===== src/rtl/tmc_pkg.sv =====
// Shared constants, codes and types for the tile map collision engine.
package tmc_pkg;

   localparam int GRID_W_DEF  = 32;
   localparam int GRID_H_DEF  = 32;
   localparam int TILE_PX_DEF = 32;
   localparam int KIND_COUNT  = 4;

   localparam int KIND_W  = 2;
   localparam int FUNC_W  = 2;
   localparam int XY_W    = 16;
   localparam int EXT_W   = 12;
   localparam int MASK_W  = 4;
   localparam int CSR_A_W = 2;
   localparam int CSR_D_W = 16;
   // signed pixel math: offset and extent sums, grid span up to 256*256
   localparam int COORD_W = 20;

   localparam logic [FUNC_W-1:0] FUNC_WRITE  = 2'd0;
   localparam logic [FUNC_W-1:0] FUNC_BOX    = 2'd1;
   localparam logic [FUNC_W-1:0] FUNC_LOOKUP = 2'd2;

   localparam logic [CSR_A_W-1:0] CSR_SOLID_MASK = 2'd0;
   localparam logic [CSR_A_W-1:0] CSR_OFFSET_X   = 2'd1;
   localparam logic [CSR_A_W-1:0] CSR_OFFSET_Y   = 2'd2;

   localparam logic [MASK_W-1:0] SOLID_MASK_RST = 4'd5;

   typedef enum logic [2:0] {
      ST_IDLE,
      ST_COLS,
      ST_ROWS,
      ST_DRAIN,
      ST_WR_RD,
      ST_WR_WR,
      ST_FINISH
   } state_type;

endpackage


===== src/rtl/tmc_span_unit.sv =====
// Shared span compare: does the tile starting at pos overlap the open interval (lo, hi).
module tmc_span_unit #(
   parameter int TILE_PX = tmc_pkg::TILE_PX_DEF
) (
   input  logic signed [tmc_pkg::COORD_W-1:0] pos,
   input  logic signed [tmc_pkg::COORD_W-1:0] hi,
   input  logic signed [tmc_pkg::COORD_W-1:0] lo,
   output logic                               hit
);
   import tmc_pkg::*;

   localparam logic signed [COORD_W-1:0] TILE_LAST = COORD_W'(TILE_PX - 1);

   logic signed [COORD_W-1:0] far_edge;

   assign far_edge = pos + TILE_LAST;
   assign hit      = (pos < hi) && (far_edge > lo);

endmodule


===== src/rtl/tmc_row_mem.sv =====
// Row-organized tile grid memory with per-row valid bits; unwritten rows read as zero.
module tmc_row_mem #(
   parameter int ROWS     = 32,
   parameter int ROW_BITS = 64
) (
   input  logic                                   clock,
   input  logic                                   reset,
   input  logic                                   rd_en,
   input  logic [(ROWS > 1 ? $clog2(ROWS) : 1)-1:0] rd_addr,
   input  logic                                   wr_en,
   input  logic [(ROWS > 1 ? $clog2(ROWS) : 1)-1:0] wr_addr,
   input  logic [ROW_BITS-1:0]                    wr_data,
   output logic [ROW_BITS-1:0]                    rd_data
);
   logic [ROW_BITS-1:0] mem [ROWS];
   logic [ROWS-1:0]     row_valid_ff;
   logic [ROW_BITS-1:0] rd_data_ff;
   logic                rd_valid_ff;

   always_ff @(posedge clock) begin
      if (reset) begin
         row_valid_ff <= '0;
      end else if (wr_en) begin
         row_valid_ff[wr_addr] <= 1'b1;
      end
   end

   always_ff @(posedge clock) begin
      if (wr_en) begin
         mem[wr_addr] <= wr_data;
      end
   end

   always_ff @(posedge clock) begin
      if (rd_en) begin
         rd_data_ff  <= mem[rd_addr];
         rd_valid_ff <= row_valid_ff[rd_addr];
      end
   end

   assign rd_data = rd_valid_ff ? rd_data_ff : '0;

endmodule


===== src/rtl/tmc_row_eval.sv =====
// Reduces one grid row against the column mask: solid overlap and selected kind.
module tmc_row_eval #(
   parameter int GRID_W = tmc_pkg::GRID_W_DEF
) (
   input  logic [GRID_W*tmc_pkg::KIND_W-1:0] row_data,
   input  logic [GRID_W-1:0]                 col_mask,
   input  logic [tmc_pkg::MASK_W-1:0]        solid_mask,
   output logic                              solid_hit,
   output logic [tmc_pkg::KIND_W-1:0]        sel_kind
);
   import tmc_pkg::*;

   always_comb begin
      logic [KIND_W-1:0] k;
      solid_hit = 1'b0;
      sel_kind  = '0;
      for (int c = 0; c < GRID_W; c++) begin
         k = row_data[c*KIND_W +: KIND_W];
         solid_hit = solid_hit | (col_mask[c] & solid_mask[k]);
         sel_kind  = sel_kind | (col_mask[c] ? k : '0);
      end
   end

endmodule


===== src/rtl/tile_map_collision_engine_core.sv =====
// Tile map collision engine: grid store, point lookup and box overlap query.
//
// Usage: one item enters on the req_ channel (valid/ready) and yields exactly one
// result on the rsp_ channel. func selects write tile, box query or point lookup.
// Configuration (solid mask, map offsets) is written through csr_we/csr_index/
// csr_wdata while the block is idle; no wait, no read-back.
// Steps from transfer on req_ to rsp_valid:
//   accepted write: row read, row write back, result load
//   rejected write or unused code: result load only
//   box query or lookup: column sweep, row sweep, drain, result load
// The block passes through idle after each item and takes the next item there.
// One span comparator is reused: it sweeps the columns once, one per cycle, to
// build a column mask, then sweeps the rows, one per cycle, while each row word is
// read from the grid memory and reduced against that mask.
// One item is in flight at a time; req_ready is high only when idle. The result
// sits in an output register, so a new item may be taken while rsp_ready is low;
// the block then holds its finished result until the register frees up.
// Reset: grid reads as all kind 0 (per-row valid bits, cleared at once), solid
// mask 5, offsets 0, no result pending. No clearing pass is needed.
module tile_map_collision_engine_core #(
   parameter int GRID_W  = tmc_pkg::GRID_W_DEF,
   parameter int GRID_H  = tmc_pkg::GRID_H_DEF,
   parameter int TILE_PX = tmc_pkg::TILE_PX_DEF
) (
   input  logic                               clock,
   input  logic                               reset,
   input  logic                               req_valid,
   output logic                               req_ready,
   input  logic [tmc_pkg::FUNC_W-1:0]         req_func,
   input  logic [tmc_pkg::KIND_W-1:0]         req_tile_kind,
   input  logic signed [tmc_pkg::XY_W-1:0]    req_at_x,
   input  logic signed [tmc_pkg::XY_W-1:0]    req_at_y,
   input  logic [tmc_pkg::EXT_W-1:0]          req_extent_x,
   input  logic [tmc_pkg::EXT_W-1:0]          req_extent_y,
   output logic                               rsp_valid,
   input  logic                               rsp_ready,
   output logic                               rsp_collides,
   output logic [tmc_pkg::KIND_W-1:0]         rsp_found_kind,
   output logic                               rsp_found_solid,
   output logic                               rsp_write_done,
   input  logic                               csr_we,
   input  logic [tmc_pkg::CSR_A_W-1:0]        csr_index,
   input  logic [tmc_pkg::CSR_D_W-1:0]        csr_wdata
);
   import tmc_pkg::*;

   localparam int COL_W    = (GRID_W > 1) ? $clog2(GRID_W) : 1;
   localparam int ROW_W    = (GRID_H > 1) ? $clog2(GRID_H) : 1;
   localparam int IDX_W    = (COL_W > ROW_W) ? COL_W : ROW_W;
   localparam int ROW_BITS = GRID_W * KIND_W;
   localparam logic [IDX_W-1:0] COL_LAST = IDX_W'(GRID_W - 1);
   localparam logic [IDX_W-1:0] ROW_LAST = IDX_W'(GRID_H - 1);
   localparam logic signed [COORD_W-1:0] TILE_STEP = COORD_W'(TILE_PX);
   localparam logic signed [COORD_W-1:0] ONE = COORD_W'(1);

   state_type state_ff, state_in;

   logic [FUNC_W-1:0]         func_ff, func_in;
   logic [KIND_W-1:0]         kind_ff, kind_in;
   logic [XY_W-1:0]           at_x_ff, at_x_in;
   logic [XY_W-1:0]           at_y_ff, at_y_in;
   logic                      wr_ok_ff, wr_ok_in;
   logic signed [COORD_W-1:0] xa_ff, xa_in, xb_ff, xb_in;
   logic signed [COORD_W-1:0] ya_ff, ya_in, yb_ff, yb_in;
   logic [IDX_W-1:0]          cnt_ff, cnt_in;
   logic signed [COORD_W-1:0] pos_ff, pos_in;
   logic [GRID_W-1:0]         col_mask_ff, col_mask_in;
   logic                      evl_vld_ff, evl_vld_in;
   logic                      yhit_ff, yhit_in;
   logic                      hit_ff, hit_in;
   logic [KIND_W-1:0]         fkind_ff, fkind_in;
   logic [MASK_W-1:0]         solid_mask_ff, solid_mask_in;
   logic [XY_W-1:0]           offset_x_ff, offset_x_in;
   logic [XY_W-1:0]           offset_y_ff, offset_y_in;
   logic                      rsp_valid_ff, rsp_valid_in;
   logic                      rsp_collides_ff, rsp_collides_in;
   logic [KIND_W-1:0]         rsp_found_kind_ff, rsp_found_kind_in;
   logic                      rsp_found_solid_ff, rsp_found_solid_in;
   logic                      rsp_write_done_ff, rsp_write_done_in;

   logic                      req_xfer;
   logic                      rsp_load;
   logic                      req_wr_ok;
   logic signed [COORD_W-1:0] sx, sy, ex, ey, ox, oy;
   logic signed [COORD_W-1:0] span_hi, span_lo;
   logic                      span_hit;
   logic                      mem_rd_en, mem_wr_en;
   logic [ROW_W-1:0]          mem_rd_addr;
   logic [ROW_BITS-1:0]       mem_rd_data, row_mod;
   logic                      row_hit;
   logic [KIND_W-1:0]         row_kind;

   // ---------------- shared units ----------------
   tmc_span_unit #(
      .TILE_PX (TILE_PX)
   ) u_span (
      .pos (pos_ff),
      .hi  (span_hi),
      .lo  (span_lo),
      .hit (span_hit)
   );

   tmc_row_mem #(
      .ROWS     (GRID_H),
      .ROW_BITS (ROW_BITS)
   ) u_mem (
      .clock   (clock),
      .reset   (reset),
      .rd_en   (mem_rd_en),
      .rd_addr (mem_rd_addr),
      .wr_en   (mem_wr_en),
      .wr_addr (at_y_ff[ROW_W-1:0]),
      .wr_data (row_mod),
      .rd_data (mem_rd_data)
   );

   tmc_row_eval #(
      .GRID_W (GRID_W)
   ) u_eval (
      .row_data   (mem_rd_data),
      .col_mask   (col_mask_ff),
      .solid_mask (solid_mask_ff),
      .solid_hit  (row_hit),
      .sel_kind   (row_kind)
   );

   // ---------------- input decode ----------------
   assign req_xfer = req_valid & req_ready;

   assign sx = COORD_W'(req_at_x);
   assign sy = COORD_W'(req_at_y);
   assign ex = $signed({{(COORD_W - EXT_W){1'b0}}, req_extent_x});
   assign ey = $signed({{(COORD_W - EXT_W){1'b0}}, req_extent_y});
   assign ox = COORD_W'($signed(offset_x_ff));
   assign oy = COORD_W'($signed(offset_y_ff));

   assign req_wr_ok = (req_at_x >= 0) && (req_at_x < XY_W'(GRID_W)) &&
                      (req_at_y >= 0) && (req_at_y < XY_W'(GRID_H)) &&
                      ({3'b000, req_tile_kind} < 5'(KIND_COUNT));

   // ---------------- next state ----------------
   always_comb begin
      state_in = state_ff;
      unique case (state_ff)
         ST_IDLE: begin
            if (req_xfer) begin
               if ((req_func == FUNC_WRITE) && req_wr_ok) begin
                  state_in = ST_WR_RD;
               end else if ((req_func == FUNC_BOX) || (req_func == FUNC_LOOKUP)) begin
                  state_in = ST_COLS;
               end else begin
                  state_in = ST_FINISH;
               end
            end
         end
         ST_COLS: begin
            if (cnt_ff == COL_LAST) begin
               state_in = ST_ROWS;
            end
         end
         ST_ROWS: begin
            if (cnt_ff == ROW_LAST) begin
               state_in = ST_DRAIN;
            end
         end
         ST_DRAIN:  state_in = ST_FINISH;
         ST_WR_RD:  state_in = ST_WR_WR;
         ST_WR_WR:  state_in = ST_FINISH;
         ST_FINISH: begin
            if (!rsp_valid_ff || rsp_ready) begin
               state_in = ST_IDLE;
            end
         end
         default:   state_in = ST_IDLE;
      endcase
   end

   // ---------------- control outputs ----------------
   always_comb begin
      req_ready   = 1'b0;
      mem_rd_en   = 1'b0;
      mem_wr_en   = 1'b0;
      mem_rd_addr = cnt_ff[ROW_W-1:0];
      span_hi     = xa_ff;
      span_lo     = xb_ff;
      rsp_load    = 1'b0;
      unique case (state_ff)
         ST_IDLE:  req_ready = 1'b1;
         ST_COLS:  ;
         ST_ROWS: begin
            mem_rd_en = 1'b1;
            span_hi   = ya_ff;
            span_lo   = yb_ff;
         end
         ST_DRAIN: ;
         ST_WR_RD: begin
            mem_rd_en   = 1'b1;
            mem_rd_addr = at_y_ff[ROW_W-1:0];
         end
         ST_WR_WR:  mem_wr_en = 1'b1;
         ST_FINISH: rsp_load  = !rsp_valid_ff || rsp_ready;
         default:   ;
      endcase
   end

   // ---------------- datapath ----------------
   always_comb begin
      row_mod = mem_rd_data;
      for (int c = 0; c < GRID_W; c++) begin
         if (COL_W'(c) == at_x_ff[COL_W-1:0]) begin
            row_mod[c*KIND_W +: KIND_W] = kind_ff;
         end
      end
   end

   always_comb begin
      func_in     = func_ff;
      kind_in     = kind_ff;
      at_x_in     = at_x_ff;
      at_y_in     = at_y_ff;
      wr_ok_in    = wr_ok_ff;
      xa_in       = xa_ff;
      xb_in       = xb_ff;
      ya_in       = ya_ff;
      yb_in       = yb_ff;
      cnt_in      = cnt_ff;
      pos_in      = pos_ff;
      col_mask_in = col_mask_ff;
      hit_in      = hit_ff;
      fkind_in    = fkind_ff;
      evl_vld_in  = (state_ff == ST_ROWS);
      yhit_in     = span_hit;

      if (req_xfer) begin
         func_in  = req_func;
         kind_in  = req_tile_kind;
         at_x_in  = req_at_x;
         at_y_in  = req_at_y;
         wr_ok_in = req_wr_ok;
         cnt_in   = '0;
         pos_in   = '0;
         hit_in   = 1'b0;
         fkind_in = '0;
         if (req_func == FUNC_BOX) begin
            xa_in = sx + ex - ox;
            xb_in = sx - ox;
            ya_in = sy + ey - oy;
            yb_in = sy - oy;
         end else begin
            // lookup: the one tile with pos <= at < pos + TILE_PX
            xa_in = sx + ONE;
            xb_in = sx - ONE;
            ya_in = sy + ONE;
            yb_in = sy - ONE;
         end
      end

      if (state_ff == ST_COLS) begin
         col_mask_in[cnt_ff[COL_W-1:0]] = span_hit;
         if (cnt_ff == COL_LAST) begin
            cnt_in = '0;
            pos_in = '0;
         end else begin
            cnt_in = cnt_ff + 1'b1;
            pos_in = pos_ff + TILE_STEP;
         end
      end else if (state_ff == ST_ROWS) begin
         cnt_in = cnt_ff + 1'b1;
         pos_in = pos_ff + TILE_STEP;
      end

      if (evl_vld_ff) begin
         hit_in   = hit_ff | (yhit_ff & row_hit);
         fkind_in = fkind_ff | (yhit_ff ? row_kind : '0);
      end
   end

   // ---------------- configuration ----------------
   always_comb begin
      solid_mask_in = solid_mask_ff;
      offset_x_in   = offset_x_ff;
      offset_y_in   = offset_y_ff;
      if (csr_we) begin
         unique case (csr_index)
            CSR_SOLID_MASK: solid_mask_in = csr_wdata[MASK_W-1:0];
            CSR_OFFSET_X:   offset_x_in   = csr_wdata;
            CSR_OFFSET_Y:   offset_y_in   = csr_wdata;
            default:        ;
         endcase
      end
   end

   // ---------------- result register ----------------
   always_comb begin
      rsp_valid_in       = rsp_valid_ff & ~rsp_ready;
      rsp_collides_in    = rsp_collides_ff;
      rsp_found_kind_in  = rsp_found_kind_ff;
      rsp_found_solid_in = rsp_found_solid_ff;
      rsp_write_done_in  = rsp_write_done_ff;
      if (rsp_load) begin
         rsp_valid_in       = 1'b1;
         rsp_collides_in    = (func_ff == FUNC_BOX) & hit_ff;
         rsp_found_kind_in  = (func_ff == FUNC_LOOKUP) ? fkind_ff : '0;
         rsp_found_solid_in = (func_ff == FUNC_LOOKUP) & solid_mask_ff[fkind_ff];
         rsp_write_done_in  = (func_ff == FUNC_WRITE) & wr_ok_ff;
      end
   end

   always_ff @(posedge clock) begin
      if (reset) begin
         state_ff      <= ST_IDLE;
         evl_vld_ff    <= 1'b0;
         rsp_valid_ff  <= 1'b0;
         solid_mask_ff <= SOLID_MASK_RST;
         offset_x_ff   <= '0;
         offset_y_ff   <= '0;
      end else begin
         state_ff      <= state_in;
         evl_vld_ff    <= evl_vld_in;
         rsp_valid_ff  <= rsp_valid_in;
         solid_mask_ff <= solid_mask_in;
         offset_x_ff   <= offset_x_in;
         offset_y_ff   <= offset_y_in;
      end
   end

   always_ff @(posedge clock) begin
      func_ff            <= func_in;
      kind_ff            <= kind_in;
      at_x_ff            <= at_x_in;
      at_y_ff            <= at_y_in;
      wr_ok_ff           <= wr_ok_in;
      xa_ff              <= xa_in;
      xb_ff              <= xb_in;
      ya_ff              <= ya_in;
      yb_ff              <= yb_in;
      cnt_ff             <= cnt_in;
      pos_ff             <= pos_in;
      col_mask_ff        <= col_mask_in;
      yhit_ff            <= yhit_in;
      hit_ff             <= hit_in;
      fkind_ff           <= fkind_in;
      rsp_collides_ff    <= rsp_collides_in;
      rsp_found_kind_ff  <= rsp_found_kind_in;
      rsp_found_solid_ff <= rsp_found_solid_in;
      rsp_write_done_ff  <= rsp_write_done_in;
   end

   assign rsp_valid       = rsp_valid_ff;
   assign rsp_collides    = rsp_collides_ff;
   assign rsp_found_kind  = rsp_found_kind_ff;
   assign rsp_found_solid = rsp_found_solid_ff;
   assign rsp_write_done  = rsp_write_done_ff;

endmodule

===== config.mk =====
export PLATFORM = sky130hd
export DESIGN_NAME = tile_map_collision_engine_core
export DESIGN_NICKNAME = d
export VERILOG_FILES = /design/src/rtl/tmc_pkg.sv /design/src/rtl/tmc_span_unit.sv /design/src/rtl/tmc_row_mem.sv /design/src/rtl/tmc_row_eval.sv /design/src/rtl/tile_map_collision_engine_core.sv
export SDC_FILE = /design/constraint.sdc
export NUM_CORES = 2
export LEC_CHECK = 0
export BUFFER_PORTS_ARGS = -buffer_cell sky130_fd_sc_hd__clkbuf_2
export CAP_MARGIN = 20
export CELL_PAD_IN_SITES_DETAIL_PLACEMENT = 0
export CELL_PAD_IN_SITES_GLOBAL_PLACEMENT = 1
export CORE_ASPECT_RATIO = 1.5
export CORE_MARGIN = 1.5
export CORE_UTILIZATION = 60
export CTS_BUF_LIST = sky130_fd_sc_hd__clkbuf_4 sky130_fd_sc_hd__clkbuf_8
export CTS_CLUSTER_SIZE = 16
export DETAILED_ROUTE_END_ITERATION = 6
export PLACE_DENSITY_LB_ADDON = 0.1
export SETUP_SLACK_MARGIN = 0.02
export SYNTH_ARGS = -nofsm -noshare
export SYNTH_HDL_FRONTEND = slang
export SYNTH_HIERARCHICAL = 1
export SYNTH_SLANG_ARGS = --single-unit

===== constraint.sdc =====
create_clock -name clock -period 14.7 [get_ports clock]
set_input_delay 2.205 -clock clock [delete_from_list [all_inputs] [get_ports clock]]
set_output_delay 2.205 -clock clock [all_outputs]
set_load 0.005 [all_outputs]

==> run_results.csv <==
group,metric,value,unit
sta,finalCritPeriodShare,37.9,%
logic_synthesis,async_flop_share,0,%
worst_hold_path,hp-class,"register to register",
drt,dr.pass1.iters,7,
logic_synthesis,postSynthAreaPerCell,19.3,µm²
finish,fin_area,107000,µm²
worst_hold_path,holdPathStages,2,
clock_tree,cts_resized,0,
finish,drive_gt1_share,28.3,%
sta,fin_setup_tns,0,ns
grt,overflow,0,
run,maxCapViolCount,0,
drt,drc,1,
clock_tree,cts.sinks,2332,
clock_tree,cts_tree,"yes",
logic_synthesis,synth-edff-count,2258,
sta,maxSlewHeadroom,21.5,%
worst_hold_path,hold_path.startpoint,"u_mem/row_valid_ff[11]",
worst_hold_path,min_to,"u_mem/row_valid_ff[11]",
power,peakVddDrop,0.000127,V
finish,areaGrowthSynthToFinish,10.4,%
floorplanning,pin_count,90,
grt,grt_pass1_wl,367000,µm
clock_tree,cts-buffers-inserted,345,
logic_synthesis,yosysWarnings,6,
drt,via_per_inst,6.62,
critical_path,worst-path-max-fanout,63,
critical_path,cp.arrival,6.33,ns
sta,setup_viol,0,
clock_tree,post_cts_buffers,0,
sta,tightest_slew,1.18,ns
finish,layout_common_cells,"2258 x edfxtp_1, 608 x mux4_2, 358 x clkbuf_8",
clock_tree,clock_latency,1.06,ns
sta,skew,0.0782,ns
power,power,17.6,mW
finish,final_common_cell,"edfxtp_1",
critical_path,required,15.47,ns
critical_path,r2r_cells,7,
status,violations,"DRC",
grt,grt_antenna_before_repair,7,
finish,nNetsFinal,5617,
sta,rsz0062_at_grt,"no",
grt,grt_max_degree,132,
drt,drt_iter0_markers,5587,
logic_synthesis,syn_inst,5036,
power,p_per_area,165,nW/µm²
critical_path,r2r_end,"u_mem/rd_data_ff[0]",
logic_synthesis,ys_seq_area_share,71.4,%
logic_synthesis,synthesis.area,97000,µm²
floorplanning,core_area,161000,µm²
grt,grt.total_usage,32.0,%
critical_path,r2r-start,"state_ff[2]",
sta,min_period,5.57,ns
sta,fmax,0.180,GHz
sta,hold_viol,0,
critical_path,r2r_slack,9.13,ns
clock_tree,cts_hold_buf,0,
drt,vias,51153,
finish,fillers,10707,
logic_synthesis,yosysUniqueCellTypes,75,
floorplanning,die_h,496,µm
place,dpl_cell_area,100000,µm²
critical_path,cp-start-kind,"register",
place,place_congestion,0.954,
floorplanning,die_w,331,µm
logic_synthesis,synth-seq-cells,2332,
logic_synthesis,synth_ff_type,"edfxtp_1",
place,dp_hpwl,147000,µm
sta,slew_viol_final,0,
drt,ant_nets,0,
clock_tree,clkSlewWorstSetupHoldPaths,0.06,ns
grt,grt_pass1_vias,51911,
floorplanning,fp-row-count,180,
critical_path,critPathKind,"register to register",
critical_path,worst_setup_path_end_kind,"register",
clock_tree,htree_levels,5,
floorplanning,start_util,60.4,%
clock_tree,cts-root-buf,"clkbuf_8",
status,status,"complete, but fails checks",
clock_tree,clock_path_buffers,4,
power,p_leak,35.1,nW
drt,wl_per_cell,33.6,µm
place,place.port_buffers,89,
drt,routed_wl,260000,µm
floorplanning,dieArea,164000,µm²
## how the worst max path moves through the flow
stage,slack [ns],from,cells past startpoint,end
detailed placement,8.89,req_func[1],14,yb_ff[18]
global placement,8.86,req_func[1],14,yb_ff[18]
global route,8.68,state_ff[2],7,u_mem/rd_data_ff[5]
finish,9.13,state_ff[2],7,u_mem/rd_data_ff[0]
floorplan,8.96,state_ff[1],3,u_mem/rd_data_ff[0]
CTS,9.00,state_ff[2],7,u_mem/rd_data_ff[47]
## layout make-up
cell class | count | area [µm²] | area share, %
clock buffer | 462 | 5710 | 5.33
tap | 2093 | 2620 | 2.45
antenna | 5 | 12.5 | 0.0117
sequential | 2332 | 69300 | 64.7
timing repair buffer | 205 | 1380 | 1.29
clock inverter | 129 | 980 | 0.915
inverter | 186 | 701 | 0.654
multi-input combinational | 2310 | 26400 | 24.7
## power breakdown
group | leakage, nW | switching (mW) | internal, mW | total (mW)
clock | 3.54 | 2.39 | 2.78 | 5.17
sequential | 21.3 | 0.119 | 8.05 | 8.16
combinational | 10.3 | 2.44 | 1.86 | 4.29
total | 35.1 | 4.95 | 12.7 | 17.6
## state kept, by name (all words and copies together) (netlist names), 16 cells and up
name / cells
xa_ff: 18
yb_ff: 17
u_mem/row_valid_ff: 32
col_mask_ff: 32
ya_ff: 18
u_mem/rd_data_ff: 64
offset_y_ff: 16
u_mem/mem: 2048
offset_x_ff: 16
xb_ff: 17
## cells in the mapped netlist, types with 69 or more instances
library cell / count / area, µm²
nand2_1: 227 / 852
clkbuf_1: 105 / 394
and2_1: 70 / 438
nor2_1: 210 / 788
buf_2: 75 / 375
dfxtp_1: 74 / 1480
mux4_2: 608 / 13700
mux2i_1: 93 / 931
edfxtp_1: 2258 / 67800
inv_1: 184 / 691
mux2_2: 183 / 2060
ha_1: 128 / 1600
xnor2_1: 69 / 604
a21oi_1: 118 / 591
## critical path: stages (launching register included)
cell     delay, ns
dfxtp_1       0.66
nand2_1       0.47
mux2_8        0.88
buf_4         0.83
buf_4         0.89
mux4_2        0.62
mux4_2        0.49
mux2_2        0.27
## metal layers
layer,vias to the layer above,part of all wire [%],global-route usage (%)
li1,21039,-,-
met1,26992,36,40.6
met2,2552,51,54.8
met3,566,7.8,5.07
met4,4,4.8,14.8
met5,-,0.0085,0
## logic make-up (layout without fill, tap and decap cells)
logic type / count (synthesis) / count (layout) / share of synthesized area (%)
AO/OA/AOI/OAI: 394 / 394 / 2.68
XOR/XNOR: 109 / 109 / 0.984
adder cells (fa/ha/maj): 154 / 154 / 2.19
buffers and inverters: 413 / 982 / 1.80
flip-flops: 2332 / 2332 / 71.4
multiplexers: 886 / 886 / 17.2
other: 1 / 25 / 0.00386
AND/OR/NAND/NOR: 747 / 747 / 3.69
## per-stage QoR
step | setup slack (ns) | cells | util (%) | hold slack (ns)
floorplan | 8.96 | 5055 | - | 0.435
global placement | 8.86 | 7121 | 62.5 | 0.443
detailed placement | 8.89 | 7123 | 62.5 | 0.454
CTS | 9.00 | 7714 | 66.7 | 0.468
global route | 8.68 | 7720 | 66.7 | 0.491
finish | 9.13 | 7722 | 66.7 | 0.465
Power figures use the tool's default switching activity.
